**config.mk**
```make
export PLATFORM = sky130hd
export DESIGN_NAME = sql_statement_classifier
export DESIGN_NICKNAME = d
export VERILOG_FILES = /design/src/hdl/ssc_pkg.sv /design/src/hdl/sql_statement_classifier.sv
export SDC_FILE = /design/constraint.sdc
export NUM_CORES = 1
export LEC_CHECK = 0
export BUFFER_PORTS_ARGS = -buffer_cell sky130_fd_sc_hd__buf_4
export CORE_ASPECT_RATIO = 1.4
export CORE_MARGIN = 2
export CORE_UTILIZATION = 45
export CTS_CLUSTER_DIAMETER = 80
export DETAILED_ROUTE_END_ITERATION = 10
export GPL_ROUTABILITY_DRIVEN = 0
export GPL_TIMING_DRIVEN = 0
export PLACE_DENSITY = 0.63
export SLEW_MARGIN = 20
export SYNTH_ARGS = -nofsm -noshare
export SYNTH_HDL_FRONTEND = slang
export SYNTH_SLANG_ARGS = --single-unit
```
**constraint.sdc**
```tcl
create_clock -name clk -period 2.85 [get_ports clk]
set_input_delay 0.1425 -clock clk [delete_from_list [all_inputs] [get_ports clk]]
set_output_delay 0.1425 -clock clk [all_outputs]
set_load 0.005 [all_outputs]
```
**src/hdl/ssc_pkg.sv**
```systemverilog
// Shared types, keyword encodings and lookup functions for the SQL statement classifier.
package ssc_pkg;

  // Statement kind codes as they appear on the result stream.
  typedef enum logic [3:0] {
    KIND_UNKNOWN      = 4'd0,
    KIND_SELECT       = 4'd1,
    KIND_INSERT       = 4'd2,
    KIND_UPDATE       = 4'd3,
    KIND_DELETE       = 4'd4,
    KIND_CREATE_TABLE = 4'd5,
    KIND_CREATE_INDEX = 4'd6,
    KIND_ALTER        = 4'd7,
    KIND_DROP_TABLE   = 4'd8,
    KIND_DROP_INDEX   = 4'd9,
    KIND_TRUNCATE     = 4'd10,
    KIND_BEGIN        = 4'd11,
    KIND_COMMIT       = 4'd12,
    KIND_ROLLBACK     = 4'd13,
    KIND_SET          = 4'd14,
    KIND_SHOW         = 4'd15
  } kind_t;

  // Result status codes.
  typedef enum logic [1:0] {
    STATUS_OK          = 2'd0,
    STATUS_EMPTY       = 2'd1,
    STATUS_UNSUPPORTED = 2'd2
  } status_t;

  // Word buffer sizes. A length one past the maximum marks an overlong word.
  localparam logic [3:0] FIRST_MAX   = 4'd8;
  localparam logic [3:0] FIRST_LONG  = 4'd9;
  localparam logic [2:0] SECOND_MAX  = 3'd6;
  localparam logic [2:0] SECOND_LONG = 3'd7;

  // Lower-case keywords, first letter in the upper bytes.
  localparam logic [63:0] KW_SELECT   = 64'h0000_7365_6c65_6374;
  localparam logic [63:0] KW_INSERT   = 64'h0000_696e_7365_7274;
  localparam logic [63:0] KW_UPDATE   = 64'h0000_7570_6461_7465;
  localparam logic [63:0] KW_DELETE   = 64'h0000_6465_6c65_7465;
  localparam logic [63:0] KW_CREATE   = 64'h0000_6372_6561_7465;
  localparam logic [63:0] KW_ALTER    = 64'h0000_0061_6c74_6572;
  localparam logic [63:0] KW_DROP     = 64'h0000_0000_6472_6f70;
  localparam logic [63:0] KW_TRUNCATE = 64'h7472_756e_6361_7465;
  localparam logic [63:0] KW_BEGIN    = 64'h0000_0062_6567_696e;
  localparam logic [63:0] KW_START    = 64'h0000_0073_7461_7274;
  localparam logic [63:0] KW_COMMIT   = 64'h0000_636f_6d6d_6974;
  localparam logic [63:0] KW_ROLLBACK = 64'h726f_6c6c_6261_636b;
  localparam logic [63:0] KW_SET      = 64'h0000_0000_0073_6574;
  localparam logic [63:0] KW_SHOW     = 64'h0000_0000_7368_6f77;
  localparam logic [47:0] KW_INDEX    = 48'h0069_6e64_6578;
  localparam logic [47:0] KW_UNIQUE   = 48'h756e_6971_7565;

  // Map the first word to a base kind; the length must match as well as the letters.
  function automatic kind_t first_kind(logic [63:0] w, logic [3:0] n);
    kind_t k;
    k = KIND_UNKNOWN;
    if      (n == 4'd6 && w == KW_SELECT)   k = KIND_SELECT;
    else if (n == 4'd6 && w == KW_INSERT)   k = KIND_INSERT;
    else if (n == 4'd6 && w == KW_UPDATE)   k = KIND_UPDATE;
    else if (n == 4'd6 && w == KW_DELETE)   k = KIND_DELETE;
    else if (n == 4'd6 && w == KW_CREATE)   k = KIND_CREATE_TABLE;
    else if (n == 4'd5 && w == KW_ALTER)    k = KIND_ALTER;
    else if (n == 4'd4 && w == KW_DROP)     k = KIND_DROP_TABLE;
    else if (n == 4'd8 && w == KW_TRUNCATE) k = KIND_TRUNCATE;
    else if (n == 4'd5 && w == KW_BEGIN)    k = KIND_BEGIN;
    else if (n == 4'd5 && w == KW_START)    k = KIND_BEGIN;
    else if (n == 4'd6 && w == KW_COMMIT)   k = KIND_COMMIT;
    else if (n == 4'd8 && w == KW_ROLLBACK) k = KIND_ROLLBACK;
    else if (n == 4'd3 && w == KW_SET)      k = KIND_SET;
    else if (n == 4'd4 && w == KW_SHOW)     k = KIND_SHOW;
    return k;
  endfunction

  // True when the second word names an index.
  function automatic logic second_is_index(logic [47:0] w, logic [2:0] n);
    return (n == 3'd5 && w == KW_INDEX) || (n == 3'd6 && w == KW_UNIQUE);
  endfunction

endpackage

```
**src/hdl/sql_statement_classifier.sv**
```systemverilog
// Top level of the SQL statement classifier: byte stream in, one type result per statement out.
//
// The block takes one byte of SQL text per request on the in_ channel, with in_tlast on the
// final byte, and returns one result per statement on the out_ channel. It accepts a byte in
// every cycle unless the stall below holds: each byte lands in an input register, from which a
// single pass of whitespace/letter decoding, a shift into the word buffers and the keyword
// compare updates the parse state and, for a last byte, loads the result register that drives
// out_tvalid. The only stall is a last byte that finds the previous result still waiting on
// out_tready: it holds in the input register, and in_tready stays low, until that result is
// taken. The leading word is matched case-blind against the statement keywords (start counts
// as begin); after create or drop a second word of index or unique selects the index form.
// All state returns to its idle values after each last byte, so statements are independent.
module sql_statement_classifier
  import ssc_pkg::*;
(
  input  logic       clk,
  input  logic       rst_n,
  input  logic       in_tvalid,
  output logic       in_tready,
  input  logic [7:0] in_tdata,   // [7:0] char_byte
  input  logic       in_tlast,   // last_byte
  output logic       out_tvalid,
  input  logic       out_tready,
  output logic [7:0] out_tdata   // [3:0] stmt_kind, [5:4] status, [6] wr_flag, [7] txn_flag
);

  typedef enum logic [2:0] {
    PH_LEAD   = 3'd0,
    PH_FIRST  = 3'd1,
    PH_GAP    = 3'd2,
    PH_SECOND = 3'd3,
    PH_DONE   = 3'd4
  } phase_t;

  // Input register.
  logic       s1_valid_r;
  logic [7:0] s1_byte_r;
  logic       s1_last_r;
  logic       s1_adv;

  // Parse state.
  phase_t      phase_r, phase_nxt;
  logic [63:0] first_word_r, first_word_nxt;
  logic [3:0]  first_len_r, first_len_nxt;
  logic [47:0] second_word_r, second_word_nxt;
  logic [2:0]  second_len_r, second_len_nxt;

  // Result register.
  logic       out_valid_r;
  logic [7:0] out_data_r;

  logic       is_space;
  logic       is_letter;
  logic [7:0] folded;
  kind_t      kind;
  status_t    status;
  logic       wr_flag;
  logic       is_trans;

  // A byte leaves the input register unless it would need the busy result register.
  assign s1_adv    = s1_valid_r && (!s1_last_r || !out_valid_r || out_tready);
  assign in_tready = !s1_valid_r || s1_adv;

  // Byte classes; setting bit 5 folds an upper-case letter to lower case.
  assign is_space  = (s1_byte_r == 8'h20) || (s1_byte_r inside {[8'h09:8'h0D]});
  assign is_letter = s1_byte_r inside {[8'h41:8'h5A], [8'h61:8'h7A]};
  assign folded    = s1_byte_r | 8'h20;

  // Phase and word buffer update for the byte in the input register.
  always_comb begin
    phase_nxt       = phase_r;
    first_word_nxt  = first_word_r;
    first_len_nxt   = first_len_r;
    second_word_nxt = second_word_r;
    second_len_nxt  = second_len_r;
    case (phase_r)
      PH_LEAD, PH_FIRST: begin
        if (is_letter) begin
          phase_nxt = PH_FIRST;
          if (first_len_r < FIRST_MAX) begin
            first_word_nxt = {first_word_r[55:0], folded};
            first_len_nxt  = first_len_r + 4'd1;
          end else begin
            first_len_nxt = FIRST_LONG;
          end
        end else if (is_space) begin
          phase_nxt = (phase_r == PH_LEAD) ? PH_LEAD : PH_GAP;
        end else begin
          phase_nxt = PH_DONE;
        end
      end
      PH_GAP, PH_SECOND: begin
        if (is_letter) begin
          phase_nxt = PH_SECOND;
          if (second_len_r < SECOND_MAX) begin
            second_word_nxt = {second_word_r[39:0], folded};
            second_len_nxt  = second_len_r + 3'd1;
          end else begin
            second_len_nxt = SECOND_LONG;
          end
        end else if (is_space && phase_r == PH_GAP) begin
          phase_nxt = PH_GAP;
        end else begin
          phase_nxt = PH_DONE;
        end
      end
      default: begin
        phase_nxt = phase_r;
      end
    endcase
  end

  // Classification of the statement as it stands after this byte.
  always_comb begin
    kind = first_kind(first_word_nxt, first_len_nxt);
    if (second_is_index(second_word_nxt, second_len_nxt)) begin
      if (kind == KIND_CREATE_TABLE) kind = KIND_CREATE_INDEX;
      else if (kind == KIND_DROP_TABLE) kind = KIND_DROP_INDEX;
    end
    if (phase_nxt == PH_LEAD) begin
      kind   = KIND_UNKNOWN;
      status = STATUS_EMPTY;
    end else if (kind == KIND_UNKNOWN) begin
      status = STATUS_UNSUPPORTED;
    end else begin
      status = STATUS_OK;
    end
    wr_flag  = kind inside {KIND_INSERT, KIND_UPDATE, KIND_DELETE, KIND_CREATE_TABLE,
                            KIND_ALTER, KIND_DROP_TABLE, KIND_TRUNCATE};
    is_trans = kind inside {KIND_BEGIN, KIND_COMMIT, KIND_ROLLBACK};
  end

  // Input register load.
  always_ff @(posedge clk) begin
    if (!rst_n) begin
      s1_valid_r <= 1'b0;
    end else if (in_tvalid && in_tready) begin
      s1_valid_r <= 1'b1;
    end else if (s1_adv) begin
      s1_valid_r <= 1'b0;
    end
    if (in_tvalid && in_tready) begin
      s1_byte_r <= in_tdata;
      s1_last_r <= in_tlast;
    end
  end

  // Parse state and result register; a last byte loads the result and returns the parser
  // to the idle values.
  always_ff @(posedge clk) begin
    if (!rst_n) begin
      phase_r       <= PH_LEAD;
      first_word_r  <= '0;
      first_len_r   <= '0;
      second_word_r <= '0;
      second_len_r  <= '0;
      out_valid_r   <= 1'b0;
    end else begin
      if (s1_adv && s1_last_r) begin
        phase_r       <= PH_LEAD;
        first_word_r  <= '0;
        first_len_r   <= '0;
        second_word_r <= '0;
        second_len_r  <= '0;
      end else if (s1_adv) begin
        phase_r       <= phase_nxt;
        first_word_r  <= first_word_nxt;
        first_len_r   <= first_len_nxt;
        second_word_r <= second_word_nxt;
        second_len_r  <= second_len_nxt;
      end
      if (s1_adv && s1_last_r) begin
        out_valid_r <= 1'b1;
      end else if (out_tready) begin
        out_valid_r <= 1'b0;
      end
    end
    if (s1_adv && s1_last_r) begin
      out_data_r <= {is_trans, wr_flag, status, kind};
    end
  end

  assign out_tvalid = out_valid_r;
  assign out_tdata  = out_data_r;

  // A finished statement always yields a result and leaves the parser idle.
  a_last_clears: assert property (@(posedge clk) disable iff (!rst_n)
    s1_adv && s1_last_r |=> out_valid_r && phase_r == PH_LEAD && first_len_r == 4'd0)
    else $error("last byte did not produce a result or clear the parse state");

  // Letters are only held once the leading whitespace is behind.
  a_len_phase: assert property (@(posedge clk) disable iff (!rst_n)
    first_len_r != 4'd0 |-> phase_r != PH_LEAD)
    else $error("first word held while still skipping leading whitespace");

  // A second word exists only after a first word ended in whitespace.
  a_second_needs_first: assert property (@(posedge clk) disable iff (!rst_n)
    second_len_r != 3'd0 |-> first_len_r != 4'd0)
    else $error("second word gathered without a first word");

  // An empty statement never carries a kind or flags.
  a_empty_result: assert property (@(posedge clk) disable iff (!rst_n)
    out_valid_r && out_data_r[5:4] == STATUS_EMPTY |-> out_data_r[3:0] == KIND_UNKNOWN
      && out_data_r[7:6] == 2'b00)
    else $error("empty statement result carries a kind");

endmodule
```
==> flow_metrics.env <==
export IMPL_status="finished, violations left"
export IMPL_violations="negative setup slack"
export IMPL_synth_cells=996
export IMPL_grtUsageTotal=0.3147
export IMPL_clockRootBuffer="clkbuf_16"
export IMPL_cp_start_kind="flip-flop"
export IMPL_async_flop_share=0
export IMPL_numCtsBuffers=17
export IMPL_critPathKind="flip-flop to flip-flop"
export IMPL_clock_latency_ns=0.43
export IMPL_cts_sinks=141
export IMPL_die_h_um=159.1
export IMPL_synth_edff_count=17
export IMPL_setup_viol=7
export IMPL_synth_area_mm2=0.007734
export IMPL_avgSynthCellArea_um2=7.765
export IMPL_synth_seq_cells=141
export IMPL_synth_ff_type="dfxtp_1"
export IMPL_maxSlewViolCount=0
export IMPL_fin_crit_ns=3.392
export IMPL_dieWidth_um=114.8
export IMPL_syn_num_nets=1011
export IMPL_htree_levels=4
export IMPL_nets=1106
export IMPL_worst_pin_slew_ns=0.9049
export IMPL_wl_mm=28.84
export IMPL_path_max_fanout=5
export IMPL_antennaDiodeCount=0
export IMPL_clk_pin_slew_ns=0.07
export IMPL_min_path_type="primary input to flip-flop"
export IMPL_setup_ws_ns=-0.5417
export IMPL_antenna_found_initial=0
export IMPL_fp_dieArea_mm2=0.01827
export IMPL_rsz0062_at_grt="true"
export IMPL_grt_pass1_wl_mm=44.35
export IMPL_grt_overflow_total=0
export IMPL_clock_path_buffers=2
export IMPL_ys_warn_count=0
export IMPL_max_vdd_ir_drop_uv=355.0
export IMPL_worstPathRequired_ns=3.11
export IMPL_ios=23
export IMPL_hold_viol=0
export IMPL_cp_end_kind="flip-flop"
export IMPL_drtIter0Drc=789
export IMPL_finalPower_mw=4.893
export IMPL_drtAntennaViolNets=0
export IMPL_hpwl_mm=19.80
export IMPL_fmax_mhz=294.8
export IMPL_vias_per_cell=6.382
export IMPL_num_rows=56
export IMPL_max_slew_margin=0.3939
export IMPL_finClkSkew_ns=0.01157
export IMPL_portBuffers=22
export IMPL_powerDensity_mw_per_mm2=497.2
export IMPL_yosysSeqAreaShare=0.3870
export IMPL_ys_types=86
export IMPL_fin_crit_sh=1.190
export IMPL_postLayoutCoreUtil=0.5852
export IMPL_final_cell_mix="nand2_1 (253), a21oi_1 (124), dfxtp_1 (121)"
export IMPL_drive_above_1_share=0.1993
export IMPL_arrival_ns=3.65
export IMPL_cts_tree="built"
export IMPL_wl_per_cell_um=22.07
export IMPL_vias=8341
export IMPL_grt_pass1_vias=8037
export IMPL_first_pass_iters=5
export IMPL_area_delta_synth_final_pct=27.24
export IMPL_drc=0
export IMPL_coreArea_mm2=0.01682
export IMPL_mostFrequentLayoutCell="nand2_1"
export IMPL_initial_core_util=0.4599
export IMPL_maxCapViolCount=0
export IMPL_p_leak_nw=3.157
export IMPL_grt_max_degree=17
-- cell usage after synthesis (8+ instances only) --
library cell | number | share of area
a21oi_1 | 127 | 0.082
buf_2 | 9 | 0.0058
clkbuf_1 | 56 | 0.027
dfxtp_1 | 124 | 0.32
edfxtp_1 | 17 | 0.066
nand2_1 | 255 | 0.12
nand3_1 | 28 | 0.018
nand3b_1 | 12 | 0.012
nand4_1 | 24 | 0.019
nand4b_1 | 13 | 0.015
nor2_1 | 52 | 0.025
nor2b_1 | 15 | 0.012
nor3_1 | 22 | 0.014
nor4_1 | 27 | 0.022
nor4b_1 | 8 | 0.0091
nor4bb_1 | 9 | 0.012
o21ai_0 | 14 | 0.0091
or3_1 | 10 | 0.0081
or4_1 | 28 | 0.027
-- where the power goes --
part | switching [mW] | internal (mW) | total [mW]
Sequential | 0.0153 | 2.02 | 2.04
Clock | 0.963 | 1.58 | 2.54
Combinational | 0.197 | 0.119 | 0.316
Total | 1.18 | 3.72 | 4.89
-- cell type report --
class / count / area (um^2)
Fill cell: 1527 / 6975
Multi-Input combinational cell: 777 / 4897
Sequential cell: 141 / 2997
Timing Repair Buffer: 79 / 659.4
Clock buffer: 18 / 429.2
Buffer: 68 / 347.8
Tap cell: 203 / 254.0
Clock inverter: 14 / 230.2
Inverter: 7 / 26.28
-- routing by layer --
layer / share of wire / routed length, um / vias up / GRT usage
li1: - / - / 3839 / -
met1: 0.36 / 10380 / 3859 / 0.3522
met2: 0.48 / 13900 / 458 / 0.5226
met3: 0.074 / 2121 / 185 / 0.07537
met4: 0.084 / 2436 / 0 / 0.2119
met5: 0 / 0 / - / 0
-- through the flow --
stage          setup slack (ns)  instances  setup TNS [ns]  hold slack (ns)  instance area [um^2]
3_3_place_gp            -0.8777       1221          -22.15           0.3208                  8258
4_1_cts                 -0.4444       1294          -2.460          0.06270                  9484
6_report                -0.5417       1307          -2.768          0.07696                  9841
5_1_grt                 -0.6994       1307          -3.833          0.09901                  9841
3_5_place_dp            -0.8013       1221          -25.68           0.3221                  8258
2_1_floorplan           -0.1074        996         -0.3095           0.2414                  7839
-- sequential cells by signal, indices dropped and copies added, names as in the netlist --
signal	count
s1_valid_r	1
first_len_r	4
second_len_r	3
s1_byte_r	8
out_tdata	8
second_word_r	48
phase_r	3
s1_last_r	1
out_tvalid	1
first_word_r	64
-- timing repair --
action                                  4_1_cts  5_1_grt
setup buffers                                29       15
hold endpoints to repair                     11        0
resized for setup                            48       65
pin swaps                                    21       30
endpoints found under the setup margin      110      101
hold buffers                                 11        0
gates cloned                                  2        0
-- critical path: stages, from the launching register on --
cell	delay, ns
edfxtp_1	0.48
or4_4	0.57
o22ai_4	0.23
buf_6	0.18
o2111ai_4	0.12
and2_4	0.21
or3_4	0.32
o41a_1	0.53
o211ai_1	0.18
o21bai_1	0.14
a221oi_2	0.25
-- kinds of logic after synthesis --
| group | count (synthesis) | synth area share |
|---|---|---|
| and+or+nand+nor | 561 | 0.3863 |
| AOI/OAI and AO/OA | 206 | 0.1692 |
| DFF | 141 | 0.3870 |
| buffers and inverters | 78 | 0.04368 |
| muxes | 8 | 0.01052 |
| adders and majority gates | 2 | 0.003235 |
-- worst paths after layout --
kind                     startpoint                end  slack (ns)  depth (start not counted)
setup / recovery       s1_byte_r[1]       out_tdata[6]       -0.54                         10
hold / removal           out_tready         s1_valid_r        0.08                          4
setup reg to reg       s1_byte_r[1]       out_tdata[6]       -0.54                         10
hold reg to reg   second_word_r[41]  second_word_r[41]        0.46                          2
(Power assumes the default switching activity.)
